===== config.mk =====
export PLATFORM = sky130hd
export DESIGN_NAME = chs_ram
export DESIGN_NICKNAME = d
export VERILOG_FILES = /design/src/sv/chs_ram.sv
export SDC_FILE = /design/constraint.sdc
export NUM_CORES = 1
export LEC_CHECK = 0
export ABC_AREA = 1
export BUFFER_PORTS_ARGS = -buffer_cell sky130_fd_sc_hd__buf_2
export CAP_MARGIN = 20
export CORE_ASPECT_RATIO = 2
export CORE_MARGIN = 1.5
export CORE_UTILIZATION = 46
export CTS_CLUSTER_SIZE = 30
export DETAILED_ROUTE_END_ITERATION = 16
export PLACE_DENSITY = 0.65
export SYNTH_ARGS = -nofsm -noshare
export SYNTH_HDL_FRONTEND = slang
export SYNTH_SLANG_ARGS = --single-unit
export TNS_END_PERCENT = 50

===== constraint.sdc =====
create_clock -name clk_i -period 2.55 [get_ports clk_i]
set_input_delay 0.51 -clock clk_i [delete_from_list [all_inputs] [get_ports clk_i]]
set_output_delay 0.51 -clock clk_i [all_outputs]
set_load 0.01 [all_outputs]

===== src/sv/chs_ram.sv =====
module chs_ram #(
  parameter int WIDTH = 8,
  parameter int DEPTH = 16
) (
  input  logic                                  clk_i,
  input  logic                                  we_i,
  input  logic [(DEPTH > 1 ? $clog2(DEPTH) : 1)-1:0] waddr_i,
  input  logic [WIDTH-1:0]                      wdata_i,
  input  logic                                  re_i,
  input  logic [(DEPTH > 1 ? $clog2(DEPTH) : 1)-1:0] raddr_i,
  output logic [WIDTH-1:0]                      rdata_o
);

  logic [WIDTH-1:0] mem_q [DEPTH];
  logic [WIDTH-1:0] rdata_q;

  // one write port, one registered read port
  always_ff @(posedge clk_i) begin
    if (we_i) begin
      mem_q[waddr_i] <= wdata_i;
    end
    if (re_i) begin
      rdata_q <= mem_q[raddr_i];
    end
  end

  assign rdata_o = rdata_q;

endmodule


==> out/qor.txt <==
Critical path cell sequence: buf_2 -> inv_2 -> nand3_1 -> nand3_1 -> nand3_1 -> nand2_1
Non-Filler Instances: 738
Commonest non-fill, non-tap cells in the layout: nand2_1, edfxtp_1, inv_1
Critical Path Most Common Cell: nand3_1
Max incr delay on CP: 0.48 ns
Startpoint Class: primary input
Crit path DAT: 1.99 ns
Slowest cell on crit path: buf_2
M2 GR Usage: 38.0%
DPL Wire Length: 8.85 mm
Initial antenna violation count: 0
Met1 Usage GRT: 23.3%
Drt first-iter violations: 217
WL final: 13.5 mm
Htree depth: 4
Most common cell after layout, fill and taps aside: nand2_1
TNS Setup: 0 ns
Routed Antenna Nets: 0
Met3 GRT Util: 4.31%
Via count: 3837
# IOs: 27
Status: finished clean
Fin crit share: 69.5%
GRT overflow: 0
Gr busiest metal: met2
Wirelength per Cell: 18.3 um
Post-CTS setup buffer count: 0
Final Hold Vio Count: 0
GRT Overall Usage: 22.1%
Leakage: 2.87 nW
CTS Buf Count: 25
Maximum VDD drop: 520 uV
Mean Syn Cell Area: 10.6 um2
Cts hold-fix bufs: 0
DRT Pass-1 Iters: 5
CP Max Fanout: 33
Clk_lat worst skew: 0.46 ns
Ys Warns: 0
Minimum clock period: 1.77 ns
RSZ-0062 raised after global routing: false
Vias in the first global route: 3970
Number of distinct library cells after synthesis: 11
GP Congestion: 0.888
Initial Utilization: 46.8%
Relative slew slack: 47.3%
Longest Clk Path Bufs: 3
Final setup fails: 0
Ant diodes: 0
Placed cell count: 706
Core ar.: 12500 um2
Worst R2R Setup Slack: 1.35 ns
Synthesized area: 5850 um2
Worst slew pin tran: 0.788 ns
Sequential-to-total area share from yosys stat: 69.8%
Share of cells above drive strength 1: 9.86%
Die area: 13400 um2
Standard-cell rows: 58
Fillcell total: 1094
Critical path's top delay family: buffers and inverters
Max-slew violations: 0
Fin nets: 602
Critical Path Sink Type: register
Synth Register Bits: 136
Area Growth Syn to Fin: 14.7%
WS Path Type: primary input to register
Cells after synthesis: 551
DIE HEIGHT: 162 um
CTS tree: yes
Worst path bufs/invs: 2
CTS sink count: 136
Post_cts resized: 0
Class of the worst hold path: primary input to register
Pwr/cell area: 820 nW/um2
Syn_nets: 570
Clock-pin slew on the worst setup and hold paths: 0.05 ns
Avg Vias per Cell: 5.20
Final clock skew: 0.0173 ns
Root Driver: clkbuf_16
FMAX: 564 MHz
# port buffers: 26
Die width: 82.7 um
Largest net degree at the start of global routing: 65
Max Cap Violations: 0
DRC: 0
First-pass GRT wire length: 20.8 mm
Critical path required time: 2.77 ns
==> final cells by class <==
class / instances / area [um2] / share of cell area, %
clock buffer: 27 / 633 / 9.44
clock inverter: 5 / 26.3 / 0.392
inverter: 102 / 383 / 5.71
multi-input combinational: 289 / 1210 / 18.1
sequential: 136 / 4080 / 60.9
tap: 150 / 188 / 2.80
timing repair buffer: 29 / 178 / 2.65
==> report_power, final <==
| group | internal, mW | switching, mW |
|---|---|---|
| registers | 2.52 | 0.0130 |
| logic | 0.0811 | 0.220 |
| clock network | 1.74 | 0.921 |
==> state kept, by name (all words and copies together), names as in the netlist <==
register and cells:
rdata_o 8, mem_q 128
==> path summary, 6_finish.rpt <==
| kind | startpoint | end | depth (start not counted) |
|---|---|---|---|
| worst max-delay path | raddr_i[1] | rdata_o[0] | 6 |
| worst min-delay path | re_i | rdata_o[6] | 1 |
| worst max register to register | mem_q[9][0] | rdata_o[0] | 6 |
| worst min register to register | mem_q[13][2] | rdata_o[2] | 6 |
==> layer usage <==
layer	vias to the layer above	part of all wire, %
li1	1841	-
met1	1793	35
met2	148	54
met3	55	5.4
met4	0	6.0
met5	-	0
==> cell families (layout without fill, tap and decap cells) <==
kind of cell | after synthesis | in the layout | share of synthesized area, %
AND/OR/NAND/NOR | 289 | 289 | 20.8
flip-flops | 136 | 136 | 69.8
buffers and inverters | 126 | 163 | 9.39
==> synth_stat cells <==
library cell    n  area, um2
buf_1           1       3.75
nand2_1       173        649
inv_1         100        375
buf_6           6       67.6
edfxtp_1      136       4080
buf_2          13       65.1
nand3b_1        2       15.0
nor2_1         17       63.8
inv_2           2       7.51
nand3_1        97        485
buf_4           4       30.0
==> worst reg2reg max path, stage by stage (launching register included) <==
cell      delay (ns)
edfxtp_1        0.36
inv_1           0.06
nand2_1         0.06
nand3_1         0.10
nand3_1         0.19
nand3_1         0.14
nand2_1         0.05
==> stage by stage <==
step / total power [mW] / setup WS [ns] / hold WS [ns] / instance area, um2 / utilization [%]
finish: 5.50 / 0.778 / 0.400 / 6710 / 53.7
global route: 5.64 / 0.707 / 0.400 / 6710 / 53.7
CTS: 5.53 / 0.847 / 0.391 / 6710 / 53.7
detailed placement: 2.88 / 0.369 / 0.729 / 6050 / 48.4
global placement: 2.88 / 0.402 / 0.726 / 6050 / 48.4
floorplan: 2.76 / 1.09 / 0.609 / 5850 / -
Power figures use the tool's default switching activity.
