===== src/sv/chs_pkg.sv =====
package chs_pkg;

  // Field widths fixed by the item format
  localparam int KEY_W      = 32;
  localparam int OUTCOME_W  = 2;
  localparam int COUNT_W    = 9;
  localparam int BCNT_W     = 5;
  localparam int BCNT_MAX   = (1 << BCNT_W) - 1;
  localparam logic [BCNT_W-1:0] BCNT_RESET = 5'd15;

  // APB register map
  localparam int APB_DATA_W = 32;
  localparam int REG_ADDR_W = 2;
  localparam logic [REG_ADDR_W-1:0] ADDR_BUCKET_COUNT = 2'd0;

  // Commands
  localparam logic CMD_INSERT = 1'b0;
  localparam logic CMD_SEARCH = 1'b1;

  // Result codes
  typedef enum logic [OUTCOME_W-1:0] {
    OUT_HIT  = 2'd0,
    OUT_MISS = 2'd1,
    OUT_FULL = 2'd2
  } outcome_e;

  // Modulo unit: bits retired per cycle and number of steps
  localparam int MOD_BITS_PER_STEP = 4;
  localparam int MOD_STEPS         = KEY_W / MOD_BITS_PER_STEP;

  typedef struct packed {
    logic              start;
    logic              neg;
    logic [KEY_W-1:0]  mag;
    logic [BCNT_W-1:0] modulus;
  } mod_req_t;

  typedef struct packed {
    logic              done;
    logic [BCNT_W-1:0] rem;
  } mod_rsp_t;

endpackage


===== src/sv/chs_mod.sv =====
module chs_mod import chs_pkg::*; (
  input  logic     clk_i,
  input  logic     rst_ni,
  input  mod_req_t req_i,
  output mod_rsp_t rsp_o
);

  localparam int CNT_W = (MOD_STEPS > 1) ? $clog2(MOD_STEPS) : 1;

  logic              busy_q, done_q, neg_q;
  logic [CNT_W-1:0]  cnt_q;
  logic [KEY_W-1:0]  mag_q;
  logic [BCNT_W-1:0] rem_q, m_q;
  logic [BCNT_W-1:0] rem_d;

  // restoring remainder, MOD_BITS_PER_STEP bits per cycle; rem < m keeps each step one subtract
  always_comb begin
    logic [BCNT_W:0] part;
    part  = '0;
    rem_d = rem_q;
    for (int i = 0; i < MOD_BITS_PER_STEP; i++) begin
      part = {rem_d, mag_q[KEY_W-1-i]};
      if (part >= {1'b0, m_q}) begin
        part = part - {1'b0, m_q};
      end
      rem_d = part[BCNT_W-1:0];
    end
  end

  always_ff @(posedge clk_i or negedge rst_ni) begin
    if (!rst_ni) begin
      busy_q <= 1'b0;
      done_q <= 1'b0;
      cnt_q  <= '0;
      neg_q  <= 1'b0;
      mag_q  <= '0;
      rem_q  <= '0;
      m_q    <= '0;
    end else begin
      done_q <= 1'b0;
      if (req_i.start) begin
        busy_q <= 1'b1;
        cnt_q  <= '0;
        neg_q  <= req_i.neg;
        mag_q  <= req_i.mag;
        rem_q  <= '0;
        m_q    <= req_i.modulus;
      end else if (busy_q) begin
        rem_q <= rem_d;
        mag_q <= mag_q << MOD_BITS_PER_STEP;
        cnt_q <= cnt_q + 1'b1;
        if (cnt_q == CNT_W'(MOD_STEPS - 1)) begin
          busy_q <= 1'b0;
          done_q <= 1'b1;
        end
      end
    end
  end

  // fold a negative remainder back into range
  assign rsp_o.done = done_q;
  assign rsp_o.rem  = (neg_q && rem_q != '0) ? (m_q - rem_q) : rem_q;

endmodule


===== config.mk =====
export PLATFORM = sky130hd
export DESIGN_NAME = chs_mod
export DESIGN_NICKNAME = d
export VERILOG_FILES = /design/src/sv/chs_pkg.sv /design/src/sv/chs_mod.sv
export SDC_FILE = /design/constraint.sdc
export NUM_CORES = 1
export LEC_CHECK = 0
export BUFFER_PORTS_ARGS = -buffer_cell sky130_fd_sc_hd__buf_2
export CAP_MARGIN = 5
export CORE_UTILIZATION = 52
export DETAILED_ROUTE_END_ITERATION = 8
export HOLD_SLACK_MARGIN = 0.15
export PLACE_DENSITY = 0.83
export SLEW_MARGIN = 25
export SYNTH_ARGS = -nofsm -noshare
export SYNTH_HDL_FRONTEND = slang
export SYNTH_SLANG_ARGS = --single-unit

===== constraint.sdc =====
create_clock -name clk_i -period 7.42 [get_ports clk_i]
set_input_delay 1.484 -clock clk_i [delete_from_list [all_inputs] [get_ports clk_i]]
set_output_delay 1.484 -clock clk_i [all_outputs]
set_load 0.02 [all_outputs]

==> reports/metrics.cfg <==
[run_status]
status=finished, final reports clean

[timing]
final-max-slew-violation-count=0
setup_viol=0
setup_ws_ns=0.3785
timing.fmax_mhz=142.0
finalHoldViolations=0
tightest_slew_ns=0.6857
period_minus_slack_ns=7.041
fin_hold_ws_ns=0.5422
fin_skew_ns=0.007994
fin_tns_setup_ns=0
relSlewSlack=0.5429
period_share=0.9490

[placed_design]
gp_congestion=0.8884
dp_hpwl_mm=4.935
place_ws_ns=0.1658
port_buffers=46

[critical_path]
critPathTopFamily=compound AO/OA/AOI/OAI gates
max_stage_delay_ns=0.43
crit_top_cell=ha_1
cpMaxStageDelayCell=fa_1
critPathMaxFanout=8
critical_path_arrival_ns=7.26
required_ns=7.63
critPathLaunchType=flip-flop
cp-end-kind=flip-flop
critical_path_class=flip-flop to flip-flop
critPathBufInv=1

[logic_synthesis]
synthCells=352
synth_ff_type=dfrtp_1
yosysWarningCount=0
synth_area_sq_mm=0.003332
syn_nets=424
synth-seq-cells=48
async_flop_share=1.000
synth_edf_count=0
synth.distinct_cells=43
avgSynthCellArea_sq_um=9.466
yosysSeqAreaShare=0.3605

[global_routing]
grt_pass1_wl_mm=11.01
antenna_found_initial=0
grt.overflow.total=0
grt_pass1_vias=2473
grt_max_degree=88
grt_usage=0.2181

[drt]
firstDrtPassIters=4
num_vias=2568
wl_per_cell_um=14.13
viasPerCell=5.464
drtIter0Drc=150
drc=0
drt_wl_total_mm=6.639
ant_nets=0

[floorplanning]
io_pins=47
fp-row-count=28
coreArea_sq_mm=0.006061
initial_utilization=0.5498
die_w_um=82.05
dieArea_sq_mm=0.006731
die_h_um=82.05

[cts]
clock_latency_ns=0.31
clockBufferDepth=2
cts-buffers-inserted=5
cts_hold_buffers=0
cts_tree=done
clkSlewWorstSetupHoldPaths_ns=0.09
cts.sinks=48
root_buffer=clkbuf_8
h-tree-depth=2

[cells_and_area]
multi_input_area_sq_mm=0.001996
drive_gt1_frac=0.2177
nets=467
diodes=0
fill_cells=502
mostFrequentLayoutCells=53 x nand2_1, 47 x dfrtp_1, 46 x buf_2, 42 x o21ai_0, 31 x mux2i_1
seq_area_sq_mm=0.001205
layout-area-overhead-vs-synth_pct=12.80
layout_commonest_cell=nand2_1

[worst_hold_path]
min_path_type=flip-flop to flip-flop

[job]
cap_violations=0

metal layers:
layer / vias to the layer above / GRT usage / routed length, um
met2: 59 / 0.3579 / 3126
met4: 0 / 0.08947 / 110
li1: 1304 / - / -
met5: - / 0 / 0
met1: 1194 / 0.2845 / 3148
met3: 11 / 0.03667 / 254
cell families after synthesis:
logic type	share of synthesized area
adders and majority gates	0.1277
DFF	0.3605
xor gates and xnor gates	0.04469
and+or+nand+nor	0.1142
muxes	0.1284
buffers and inverters	0.04957
AOI/OAI and AO/OA	0.1750
registers in the layout, indices dropped and copies added (netlist names):
register and flops:
m_q 5, cnt_q 3, rem_q 5, done_q 1, busy_q 1, neg_q 1, mag_q 32
worst paths after layout:
check | start | end | slack, ns | cells after the start
worst max-delay path | m_q[3]$_DFFE_PN0P_ | rem_q[2]$_DFFE_PN0P_ | 0.38 | 27
worst min-delay path | neg_q$_DFFE_PN0P_ | neg_q$_DFFE_PN0P_ | 0.54 | 1
worst max register to register | m_q[3]$_DFFE_PN0P_ | rem_q[2]$_DFFE_PN0P_ | 0.38 | 27
worst min register to register | neg_q$_DFFE_PN0P_ | neg_q$_DFFE_PN0P_ | 0.54 | 1
max in group asynchronous | rst_ni | busy_q$_DFF_PN0_ | 5.73 | 2
min in group asynchronous | rst_ni | mag_q[12]$_DFFE_PN0P_ | 1.26 | 2
repair_timing:
action | CTS | global route
setup endpoints to repair | 0 | 5
gates resized for setup | 0 | 6
setup buffers | 0 | 1
cell type report:
| cell class | count | area share |
|---|---|---|
| sequential | 48 | 0.3206 |
| clock buffer | 6 | 0.02197 |
| clock inverter | 1 | 0.002330 |
| inverter | 24 | 0.02397 |
| tap | 75 | 0.02497 |
| timing repair buffer | 53 | 0.07523 |
| multi-input combinational | 263 | 0.5310 |
per-stage QoR:
stage / area, sq um / util / instances
final: 3759 / 0.6201 / 470
after global routing: 3759 / 0.6201 / 470
after CTS: 3721 / 0.6140 / 469
after detailed placement: 3630 / 0.5989 / 462
after global placement: 3627 / 0.5985 / 462
after floorplan: 3332 / - / 352
worst reg2reg max path: stages (launching register included):
cell and delay [ns]:
dfrtp_1 0.39, inv_1 0.26, ha_1 0.35, a21oi_1 0.22, o22a_2 0.23, and2_4 0.20
mux2_2 0.35, ha_1 0.34, a41o_1 0.27, o22ai_2 0.14, o211a_4 0.25, mux2_2 0.40
fa_1 0.43, nand2b_1 0.18, a21oi_2 0.19, o22a_2 0.23, nor2_1 0.08, mux2i_4 0.23
mux2i_2 0.30, ha_1 0.29, a21bo_2 0.22, a21o_1 0.17, a21o_1 0.17, a21oi_1 0.23
o41ai_4 0.14, a221oi_4 0.29, nand2_1 0.11, a311oi_1 0.28
synth_stat cells, types with 2 or more instances:
cell type | count | share of area
xor2_1 | 8 | 0.021
fa_1 | 5 | 0.030
xnor2_1 | 9 | 0.024
mux2i_1 | 33 | 0.099
nor2_1 | 17 | 0.019
nand2_1 | 53 | 0.060
o21ai_0 | 42 | 0.063
a21oi_1 | 15 | 0.023
dfrtp_1 | 48 | 0.36
nand3_1 | 5 | 0.0075
ha_1 | 26 | 0.098
mux2_4 | 2 | 0.0090
mux2_2 | 4 | 0.014
a311oi_1 | 2 | 0.0053
clkbuf_1 | 14 | 0.016
a41o_1 | 2 | 0.0060
inv_1 | 24 | 0.027
nand2b_1 | 7 | 0.013
o22ai_1 | 2 | 0.0038
a21o_1 | 10 | 0.023
a311oi_2 | 2 | 0.0090
Power is not shown: default switching activity piles up to over one toggle a cycle in this logic, so the estimate is an artifact.
